`src/rtl/core/ssi_pkg.sv`:
```
// Shared types and constants for the sorted set insertion block.
package ssi_pkg;

  // Key width of one stored entry.
  localparam int unsigned KEY_W = 32;

  // Width of the reported entry count.
  localparam int unsigned CNT_OUT_W = 5;

  // Result status codes.
  typedef enum logic [1:0] {
    ST_INSERTED  = 2'd0,
    ST_DUPLICATE = 2'd1,
    ST_FULL      = 2'd2,
    ST_RSVD      = 2'd3
  } ssi_status_t;

  // Control strobes broadcast from the sequencer to every cell.
  typedef struct packed {
    logic cmp_en;   // register the compare flags against the held key
    logic ins_en;   // perform the insertion shift
  } ssi_cell_ctrl_t;

endpackage

```
`src/rtl/core/ssi_cell.sv`:
```
// One slot of the sorted chain: holds a key and its compare flags.
module ssi_cell
  import ssi_pkg::*;
(
  input  logic                   clk,
  input  ssi_cell_ctrl_t         ctrl,
  input  logic                   slot_valid,   // slot lies below the fill count
  input  logic signed [KEY_W-1:0] new_key,
  input  logic                   prev_lt,      // left neighbour holds a smaller key
  input  logic signed [KEY_W-1:0] prev_key,    // left neighbour's key
  output logic signed [KEY_W-1:0] key_q,
  output logic                   lt_q,
  output logic                   eq_q
);

  logic signed [KEY_W-1:0] key_r, key_nxt;
  logic                    lt_r, lt_nxt;
  logic                    eq_r, eq_nxt;

  // Compare phase: flag a valid slot whose key is smaller than or equal to the new key.
  always_comb begin
    lt_nxt = lt_r;
    eq_nxt = eq_r;
    if (ctrl.cmp_en) begin
      lt_nxt = slot_valid && (key_r < new_key);
      eq_nxt = slot_valid && (key_r == new_key);
    end
  end

  // Insert phase: smaller keys stay, the boundary slot takes the new key,
  // everything above moves up by one slot.
  always_comb begin
    key_nxt = key_r;
    if (ctrl.ins_en && !lt_r) begin
      if (prev_lt) begin
        key_nxt = new_key;
      end else begin
        key_nxt = prev_key;
      end
    end
  end

  always_ff @(posedge clk) begin
    key_r <= key_nxt;
    lt_r  <= lt_nxt;
    eq_r  <= eq_nxt;
  end

  assign key_q = key_r;
  assign lt_q  = lt_r;
  assign eq_q  = eq_r;

endmodule

```
`src/rtl/core/sorted_set_insert_no_duplicates.sv`:
```
// Top level of the sorted set: sequencer, chain of key cells and result register.
//
//   Channel | Ports                                          | Direction
//   input   | in_valid, in_stall, in_key                     | beat in
//   result  | out_valid, out_stall, out_status,              | beat out
//           | out_largest_key, out_set_empty, out_entry_count|
//
// Each key goes through capture, a parallel compare in every cell,
// and the shift that moves larger keys up one cell.
// The next key is taken only once the shift is done.
// A stalled result holds the shift phase until the result register frees.
// Reset empties the set by clearing the fill count; stored keys are not cleared.
module sorted_set_insert_no_duplicates
  import ssi_pkg::*;
#(
  parameter int unsigned CAPACITY = 16
) (
  input  logic                    clk,
  input  logic                    rst_n,
  input  logic                    in_valid,
  output logic                    in_stall,
  input  logic signed [KEY_W-1:0] in_key,
  output logic                    out_valid,
  input  logic                    out_stall,
  output logic [1:0]              out_status,
  output logic signed [KEY_W-1:0] out_largest_key,
  output logic                    out_set_empty,
  output logic [CNT_OUT_W-1:0]    out_entry_count
);

  localparam int unsigned CNT_W = $clog2(CAPACITY + 1);

  typedef enum logic [1:0] {
    S_IDLE,
    S_CMP,
    S_UPD
  } state_t;

  state_t                  state_r;
  logic [CNT_W-1:0]        count_r, count_nxt;
  logic signed [KEY_W-1:0] key_r;
  logic signed [KEY_W-1:0] largest_r, largest_nxt;

  logic                    out_valid_r;
  ssi_status_t             out_status_r, status_nxt;
  logic signed [KEY_W-1:0] out_largest_r;
  logic                    out_empty_r;
  logic [CNT_W-1:0]        out_count_r;

  ssi_cell_ctrl_t          ctrl;
  logic [CAPACITY-1:0]     slot_valid;
  logic [CAPACITY-1:0]     lt_v;
  logic [CAPACITY-1:0]     eq_v;
  logic signed [KEY_W-1:0] cell_key [CAPACITY];

  logic                    dup_hit;
  logic                    is_full;
  logic                    all_lt;
  logic                    out_free;
  logic                    do_insert;
  logic                    finish;
  logic                    in_accept;
  logic [31:0]             out_count_ext;

  // Handshake terms.
  assign in_accept = in_valid && !in_stall;
  assign in_stall  = (state_r != S_IDLE);
  assign out_free  = !out_valid_r || !out_stall;
  assign finish    = (state_r == S_UPD) && out_free;

  // Search results gathered from the registered cell flags.
  assign dup_hit   = |eq_v;
  assign is_full   = (count_r == CNT_W'(CAPACITY));
  assign all_lt    = &(lt_v | ~slot_valid);
  assign do_insert = !dup_hit && !is_full;

  assign ctrl.cmp_en = (state_r == S_CMP);
  assign ctrl.ins_en = finish && do_insert;

  // Chain of cells; each slot is valid below the fill count.
  for (genvar i = 0; i < CAPACITY; i++) begin : g_cell
    assign slot_valid[i] = (CNT_W'(i) < count_r);
    if (i == 0) begin : g_head
      ssi_cell u_cell (
        .clk        (clk),
        .ctrl       (ctrl),
        .slot_valid (slot_valid[i]),
        .new_key    (key_r),
        .prev_lt    (1'b1),
        .prev_key   (key_r),
        .key_q      (cell_key[i]),
        .lt_q       (lt_v[i]),
        .eq_q       (eq_v[i])
      );
    end else begin : g_body
      ssi_cell u_cell (
        .clk        (clk),
        .ctrl       (ctrl),
        .slot_valid (slot_valid[i]),
        .new_key    (key_r),
        .prev_lt    (lt_v[i-1]),
        .prev_key   (cell_key[i-1]),
        .key_q      (cell_key[i]),
        .lt_q       (lt_v[i]),
        .eq_q       (eq_v[i])
      );
    end
  end

  // Next count, largest key and status for the step being finished.
  always_comb begin
    count_nxt   = count_r;
    largest_nxt = largest_r;
    if (dup_hit) begin
      status_nxt = ST_DUPLICATE;
    end else if (is_full) begin
      status_nxt = ST_FULL;
    end else begin
      status_nxt = ST_INSERTED;
      count_nxt  = count_r + CNT_W'(1);
      if (all_lt) begin
        largest_nxt = key_r;
      end
    end
  end

  // Sequencer, set bookkeeping, payload and the result register.
  always_ff @(posedge clk) begin
    if (!rst_n) begin
      state_r     <= S_IDLE;
      count_r     <= '0;
      out_valid_r <= 1'b0;
    end else begin
      if (finish) begin
        out_valid_r <= 1'b1;
      end else if (out_valid_r && !out_stall) begin
        out_valid_r <= 1'b0;
      end
      unique case (state_r)
        S_IDLE: begin
          if (in_accept) begin
            state_r <= S_CMP;
            key_r   <= in_key;
          end
        end
        S_CMP: begin
          state_r <= S_UPD;
        end
        S_UPD: begin
          if (out_free) begin
            state_r       <= S_IDLE;
            count_r       <= count_nxt;
            largest_r     <= largest_nxt;
            out_status_r  <= status_nxt;
            out_largest_r <= (count_nxt == '0) ? '0 : largest_nxt;
            out_empty_r   <= (count_nxt == '0);
            out_count_r   <= count_nxt;
          end
        end
        default: begin
          state_r <= S_IDLE;
        end
      endcase
    end
  end

  assign out_count_ext   = 32'(out_count_r);
  assign out_valid       = out_valid_r;
  assign out_status      = out_status_r;
  assign out_largest_key = out_largest_r;
  assign out_set_empty   = out_empty_r;
  assign out_entry_count = out_count_ext[CNT_OUT_W-1:0];

  // The fill count never passes the capacity.
  a_count_bound: assert property (@(posedge clk) disable iff (!rst_n)
    count_r <= CNT_W'(CAPACITY))
    else $error("fill count above capacity");

  // An insertion grows the set by exactly one entry.
  a_insert_grows: assert property (@(posedge clk) disable iff (!rst_n)
    ctrl.ins_en |=> count_r == $past(count_r) + CNT_W'(1))
    else $error("insertion did not grow the set by one");

  // A duplicate or full result leaves the count unchanged.
  a_hold_count: assert property (@(posedge clk) disable iff (!rst_n)
    (finish && !do_insert) |=> $stable(count_r))
    else $error("count changed without an insertion");

  // The reserved status code is never reported.
  a_status_code: assert property (@(posedge clk) disable iff (!rst_n)
    out_valid_r |-> out_status_r != ST_RSVD)
    else $error("reserved status reported");

endmodule

```
`config.mk`:
```
export PLATFORM = sky130hd
export DESIGN_NAME = sorted_set_insert_no_duplicates
export DESIGN_NICKNAME = d
export VERILOG_FILES = /design/src/rtl/core/ssi_pkg.sv /design/src/rtl/core/ssi_cell.sv /design/src/rtl/core/sorted_set_insert_no_duplicates.sv
export SDC_FILE = /design/constraint.sdc
export NUM_CORES = 2
export LEC_CHECK = 0
export ABC_AREA = 0
export BUFFER_PORTS_ARGS = -buffer_cell sky130_fd_sc_hd__buf_2
export CORE_ASPECT_RATIO = 0.8
export CORE_MARGIN = 2
export CORE_UTILIZATION = 55
export CTS_BUF_LIST = sky130_fd_sc_hd__clkbuf_2 sky130_fd_sc_hd__clkbuf_4 sky130_fd_sc_hd__clkbuf_8
export DETAILED_ROUTE_END_ITERATION = 7
export PLACE_DENSITY = 0.76
export SETUP_SLACK_MARGIN = 0.4
export SYNTH_ARGS = -nofsm -noshare
export SYNTH_HDL_FRONTEND = slang
export SYNTH_SLANG_ARGS = --single-unit
```
`constraint.sdc`:
```
create_clock -name clk -period 8.4 [get_ports clk]
set_input_delay 2.52 -clock clk [delete_from_list [all_inputs] [get_ports clk]]
set_output_delay 2.52 -clock clk [all_outputs]
set_load 0.01 [all_outputs]
```
Yosys cells after proc, flatten, opt, wreduce, memory -nomap -nowiden
Index checks and enable logic that the tools add are counted.
- $lt $le $gt $ge: 32
- eq/ne operators: 21
- reduce and logical (&&, ||, !) cells: 85
- multiplexer cells: 26
- bitwise logic cells: 2
- $add $sub $neg: 1
- operator list (operator ; number):
    $mux W32 ; 18
    $eq A32 B32 Y1 ; 16
    $lt A32 B32 Y1 ; 16
    $logic_and A1 B1 Y1 ; 53
    $lt A4 B5 Y1 const A ; 8
    $logic_not A1 Y1 ; 21
    $lt A3 B5 Y1 const A ; 4
    $not A16 Y16 ; 1
    $or A16 B16 Y16 ; 1
    $reduce_and A16 Y1 ; 1
    $reduce_or A16 Y1 ; 1
    $lt A1 B5 Y1 const A ; 2
    $lt A2 B5 Y1 const A ; 2
    $mux W5 ; 2
    $mux W2 ; 3
    $pmux W2 S3 ; 1
    $reduce_and A3 Y1 ; 2
    $add A5 B1 Y5 const B ; 1
    $eq A5 B5 Y1 const B ; 1
    $logic_not A5 Y1 ; 1
    $ne A2 B2 Y1 const B ; 2
    $reduce_and A2 Y1 ; 2
    $reduce_bool A2 Y1 ; 2
    $eq A2 B1 Y1 const B ; 1
    4 further kinds ; 5
- logic and storage cells: 224
- output and inout bits: 42
- flip-flop bits (word level): 656

Longest topological paths before layout
- word-level depth: 7
- depth in mapped cells: 11

Hierarchy
A second synthesis with hierarchy kept.
- cell total of the unflattened synthesis: 3408
- area, all modules: 40928.0 µm²
- by module, submodules not included (module ; area each (µm²) ; instances ; cells each ; sequential area each (µm²)):
    ssi_cell at g_cell[0].g_head.u_cell ... ; 2255.9 ; 15 ; 189 ; 1021.0
    sorted_set_insert_no_duplicates ; 4844.6 ; 1 ; 384 ; 3283.1
    ssi_cell at g_cell[15].g_body.u_cell ; 2244.7 ; 1 ; 189 ; 1021.0

Worst setup path after synthesis
No wires, ideal clock.
- path kind: input to register
- from: input out_stall
- to: register g_cell[0].g_head.u_cell.key_r[0] (enable)
- data required time: 7.979 ns
- arrival time: 4.698 ns
- setup time: 0.421 ns
- buffers on the path: 1
- path slack: 3.281 ns
- stages on the path: 4
- cells stage by stage: a21oi_1 -> nand2_1 -> clkbuf_1 -> nor2_1
- word-level cells in the longest chain between the ends: 5
- ends and longest elaborated chain (element ; line ; source):
    start: declaration ; sorted_set_insert_no_duplicates.sv:24 ; input logic out_stall,
    $logic_not A1 Y1 ; sorted_set_insert_no_duplicates.sv:68 ; assign out_free = !out_valid_r || !out_stall;
    $logic_or A1 B1 Y1 ; sorted_set_insert_no_duplicates.sv:68 ;
    $logic_and A1 B1 Y1 ; sorted_set_insert_no_duplicates.sv:69 ; assign finish = (state_r == S_UPD) && out_free;
    $logic_and A1 B1 Y1 ; sorted_set_insert_no_duplicates.sv:78 ; assign ctrl.ins_en = finish && do_insert;
    $logic_and A1 B1 Y1 ; ssi_cell.sv:34 ; if (ctrl.ins_en && !lt_r) begin
    end signal: assignment ; ssi_cell.sv:44 ; key_r <= key_nxt;
    end: declaration ; ssi_cell.sv:16 ; logic signed [KEY_W-1:0] key_r, key_nxt;
No other way between the ends.
A chain may end at the register's enable or synchronous reset.

Final worst setup path
- from: input out_stall
- to: register g_cell[9].g_body.u_cell.key_r[10] (enable)
- word-level cells in the longest chain between the ends: 5
- ends and longest elaborated chain (element ; line):
    $logic_not A1 Y1 ; sorted_set_insert_no_duplicates.sv:68
    $logic_or A1 B1 Y1 ; sorted_set_insert_no_duplicates.sv:68
    $logic_and A1 B1 Y1 ; sorted_set_insert_no_duplicates.sv:69
    $logic_and A1 B1 Y1 ; sorted_set_insert_no_duplicates.sv:78
    $logic_and A1 B1 Y1 ; ssi_cell.sv:34
    end signal: assignment ; ssi_cell.sv:44
    end: declaration ; ssi_cell.sv:16
No other way between the ends.

==> reports/metrics.csv <==
metric,value,unit
status,"complete, no violations",
postCtsResizedCells,0,
finalCritPeriodShare,50.8,%
fin_setup_tns,0,ns
rsz0062_at_grt,no,
path_clk_slew,0.06,ns
power.total,6690,uW
area_growth,9.20,%
wire_per_inst,21.1,um
timing.rr.start,key_r[11],
r2r_cells,8,
setup_violations,0,
whs_path_depth,2,
synth-seq-cells,656,
p_leak,0.0160,uW
cpPeakStageDelay,0.77,ns
cts_tree,built,
hold_viol,0,
final_nets,3589,
cts.sinks,656,
cts_buffers,101,
layout-drive-gt1-share,26.4,%
synth_area_leaders,"edfxtp_1 (51%), ha_1 (17%), mux2_2 (14%), a21oi_1 (2.9%), nand2_1 (1.7%)",
synthFlopType,edfxtp_1,
cp_cell_sequence,buf_2 -> a21oi_1 -> nand2_1 -> nor2_2 -> buf_4,
critPathCaptureType,flip-flop,
crit_arrival,4.66,ns
worstReg2RegEnd,g_cell[6].g_body.u_cell.lt_q,
syn_inst,2909,
path_max_fanout,17,
worstPathRequired,8.79,ns
hold_start,out_valid,
drtIter0Drc,1476,
place_inst,3860,
route.met2.wl,39200,um
synth-edff-count,648,
core,0.0689,sq mm
yosysTopAreaCell,edfxtp_1,
grt_use_total,23.9,%
root_buffer,clkbuf_8,
wl_met1,37800,um
avgSynthCellArea,13.2,sq um
grt_overflow,0,
synth_seq_area_share,51.2,%
async_reset_ff_share,0,%
layoutNonFillerInstCount,4046,
start_util,55.6,%
drc_errors,0,
gp_congestion,0.962,
clockBufferDepth,3,
routed_wl,85500,um
top_layer,met5,
synth_top_area_share,50.8,%
ys_warn_count,0,
n_fill_cell,5174,
dp_slack,3.56,ns
cp_top_family,simple AND/OR/NAND/NOR gates,
first_pass_iters,5,
grt_pass1_wl,135000,um
period_needed,4.27,ns
antenna_cells,0,
rows,86,
synthesis.area,0.0383,sq mm
via_count,24900,
hold_buffers,0,
rrSetupSlack,4.59,ns
ir_worst_vdd,0.180,mV
p_per_area,160,mW/mm^2
maxSlewViolCount,0,
worstHoldPathType,reg -> reg,
worst_pin_slew,1.20,ns
synth_cell_type_count,73,
hold_end,out_valid,
htree_num_levels,3,
syn-num-nets,3459,
maxCapViolations,0,
critPathSlowestCell,a21oi_1,
fin_skew,0.0251,ns
antenna_found_initial,0,
fin_ws,4.13,ns
die-area,0.0717,sq mm
worstSkewPairLatency,0.72,ns
via_per_inst,6.15,
port_buffers,77,
slew_headroom,20.0,%
dr_wl_met3,5650,um
dieWidth,299,um
num_io_pins,78,
crit_type,in -> reg,
dieHeight,240,um
crit_buf_inv,2,
grt_start_max_net_pins,68,
grt_pass1_vias,25800,
cts_setup_buffers,0,
ant_nets,0,
critPathLaunchType,primary input,
max_freq,234,MHz
hpwl,64900,um
cell usage in the layout (no fill, tap or decap), types with 22 or more instances in the layout:
cell      count
clkbuf_8    103
nand3_1      65
a21o_1       47
nor2_1       62
nor4_1       22
nor2b_1      30
nand2_1     178
a221oi_1     25
inv_1        66
a21oi_1     220
buf_2        77
ha_1        514
mux2_2      469
nand4_1      71
o21ai_1      29
clkbuf_4     43
and4_1       40
edfxtp_1    648
buf_4        68
nor3_1       28
o21ai_0      84
cells by family (layout without fill, tap and decap cells):
family          count (synthesis)  count (layout)  synth area share (%)
compound gates                510             510                  8.13
xor+xnor                        7               7                 0.160
fa+ha+maj                     514             514                  16.8
buf+inv                       185             398                  2.04
flops                         656             656                  51.2
mux                           473             473                  13.9
simple gates                  564             564                  7.73
how the worst max path moves through the flow:
stage / from / to / slack [ns] / cells after the start
after floorplan: out_stall / g_cell[0].g_head.u_cell.key_q[0] / 3.28 / 4
after global placement: out_stall / g_cell[9].g_body.u_cell.key_q[10] / 3.59 / 5
after detailed placement: out_stall / g_cell[9].g_body.u_cell.key_q[10] / 3.56 / 5
after CTS: state_r[1] / in_stall / 4.26 / 2
after global routing: out_stall / g_cell[9].g_body.u_cell.key_q[13] / 4.14 / 5
final: out_stall / g_cell[9].g_body.u_cell.key_q[10] / 4.13 / 5
flip-flops by register name, indices dropped and copies added, names as in the netlist, 2 cells and up:
signal                      flops
out_entry_count                 5
state_r                         2
largest_r                      32
out_status                      2
g_cell.g_head.u_cell.key_q     32
key_r                          32
count_r                         5
g_cell.g_body.u_cell.eq_q      15
out_largest_key                32
g_cell.g_body.u_cell.lt_q      15
g_cell.g_body.u_cell.key_q    480
cell usage after synthesis, types with 5 or more instances:
master and count:
o21ai_0 84, dfxtp_1 8, nor2_1 79, a21oi_1 220
o21ai_1 29, o31a_1 5, buf_1 32, a2111oi_0 5
ha_1 514, nor4_1 22, buf_6 10, mux2_2 469
o21a_1 12, or2_2 5, nand2b_1 7, buf_2 8
nor3_1 28, a21o_1 47, xnor2_1 5, o211ai_1 19
a221oi_1 25, and3_1 11, nor2b_1 31, clkbuf_1 67
nand3_1 65, inv_1 66, nand4_1 71, edfxtp_1 648
and4_1 40, nand2_1 178, a21boi_0 12, a221o_1 9
metrics by stage:
step	hold slack, ns	area [sq um]	utilization, %
floorplan	0.507	38300	-
global placement	0.486	39900	57.9
detailed placement	0.503	39900	57.9
CTS	0.515	41800	60.7
global route	0.555	41800	60.7
finish	0.520	41800	60.7
power breakdown:
group | switching [uW] | total (uW) | internal [uW]
Clock | 1260 | 2600 | 1340
Sequential | 13.1 | 3610 | 3600
Combinational | 280 | 475 | 194
area by class of cell:
cell class / instances / area, sq um / share of cell area [%]
Clock buffer: 146 / 1740 / 4.16
Timing Repair Buffer: 145 / 896 / 2.14
Inverter: 67 / 251 / 0.602
Sequential cell: 656 / 19600 / 46.9
Clock inverter: 40 / 201 / 0.482
Tap cell: 924 / 1160 / 2.77
Multi-Input combinational cell: 2068 / 17900 / 42.9
metal layers:
metal | vias up | GRT usage (%)
li1 | 11700 | -
met1 | 12200 | 32.1
met2 | 814 | 38.7
met3 | 184 | 4.82
met4 | 2 | 8.50
met5 | - | 1.50
tightest hold or removal path: cells and delay by family, from the launching register on:
| kind | cells | cell delay (ns) |
|---|---|---|
| AOI/OAI and AO/OA | 1 | 0.06 |
| and+or+nand+nor | 1 | 0.08 |
| DFF | 1 | 0.33 |
No activity file was read; power rests on OpenSTA's default activity.
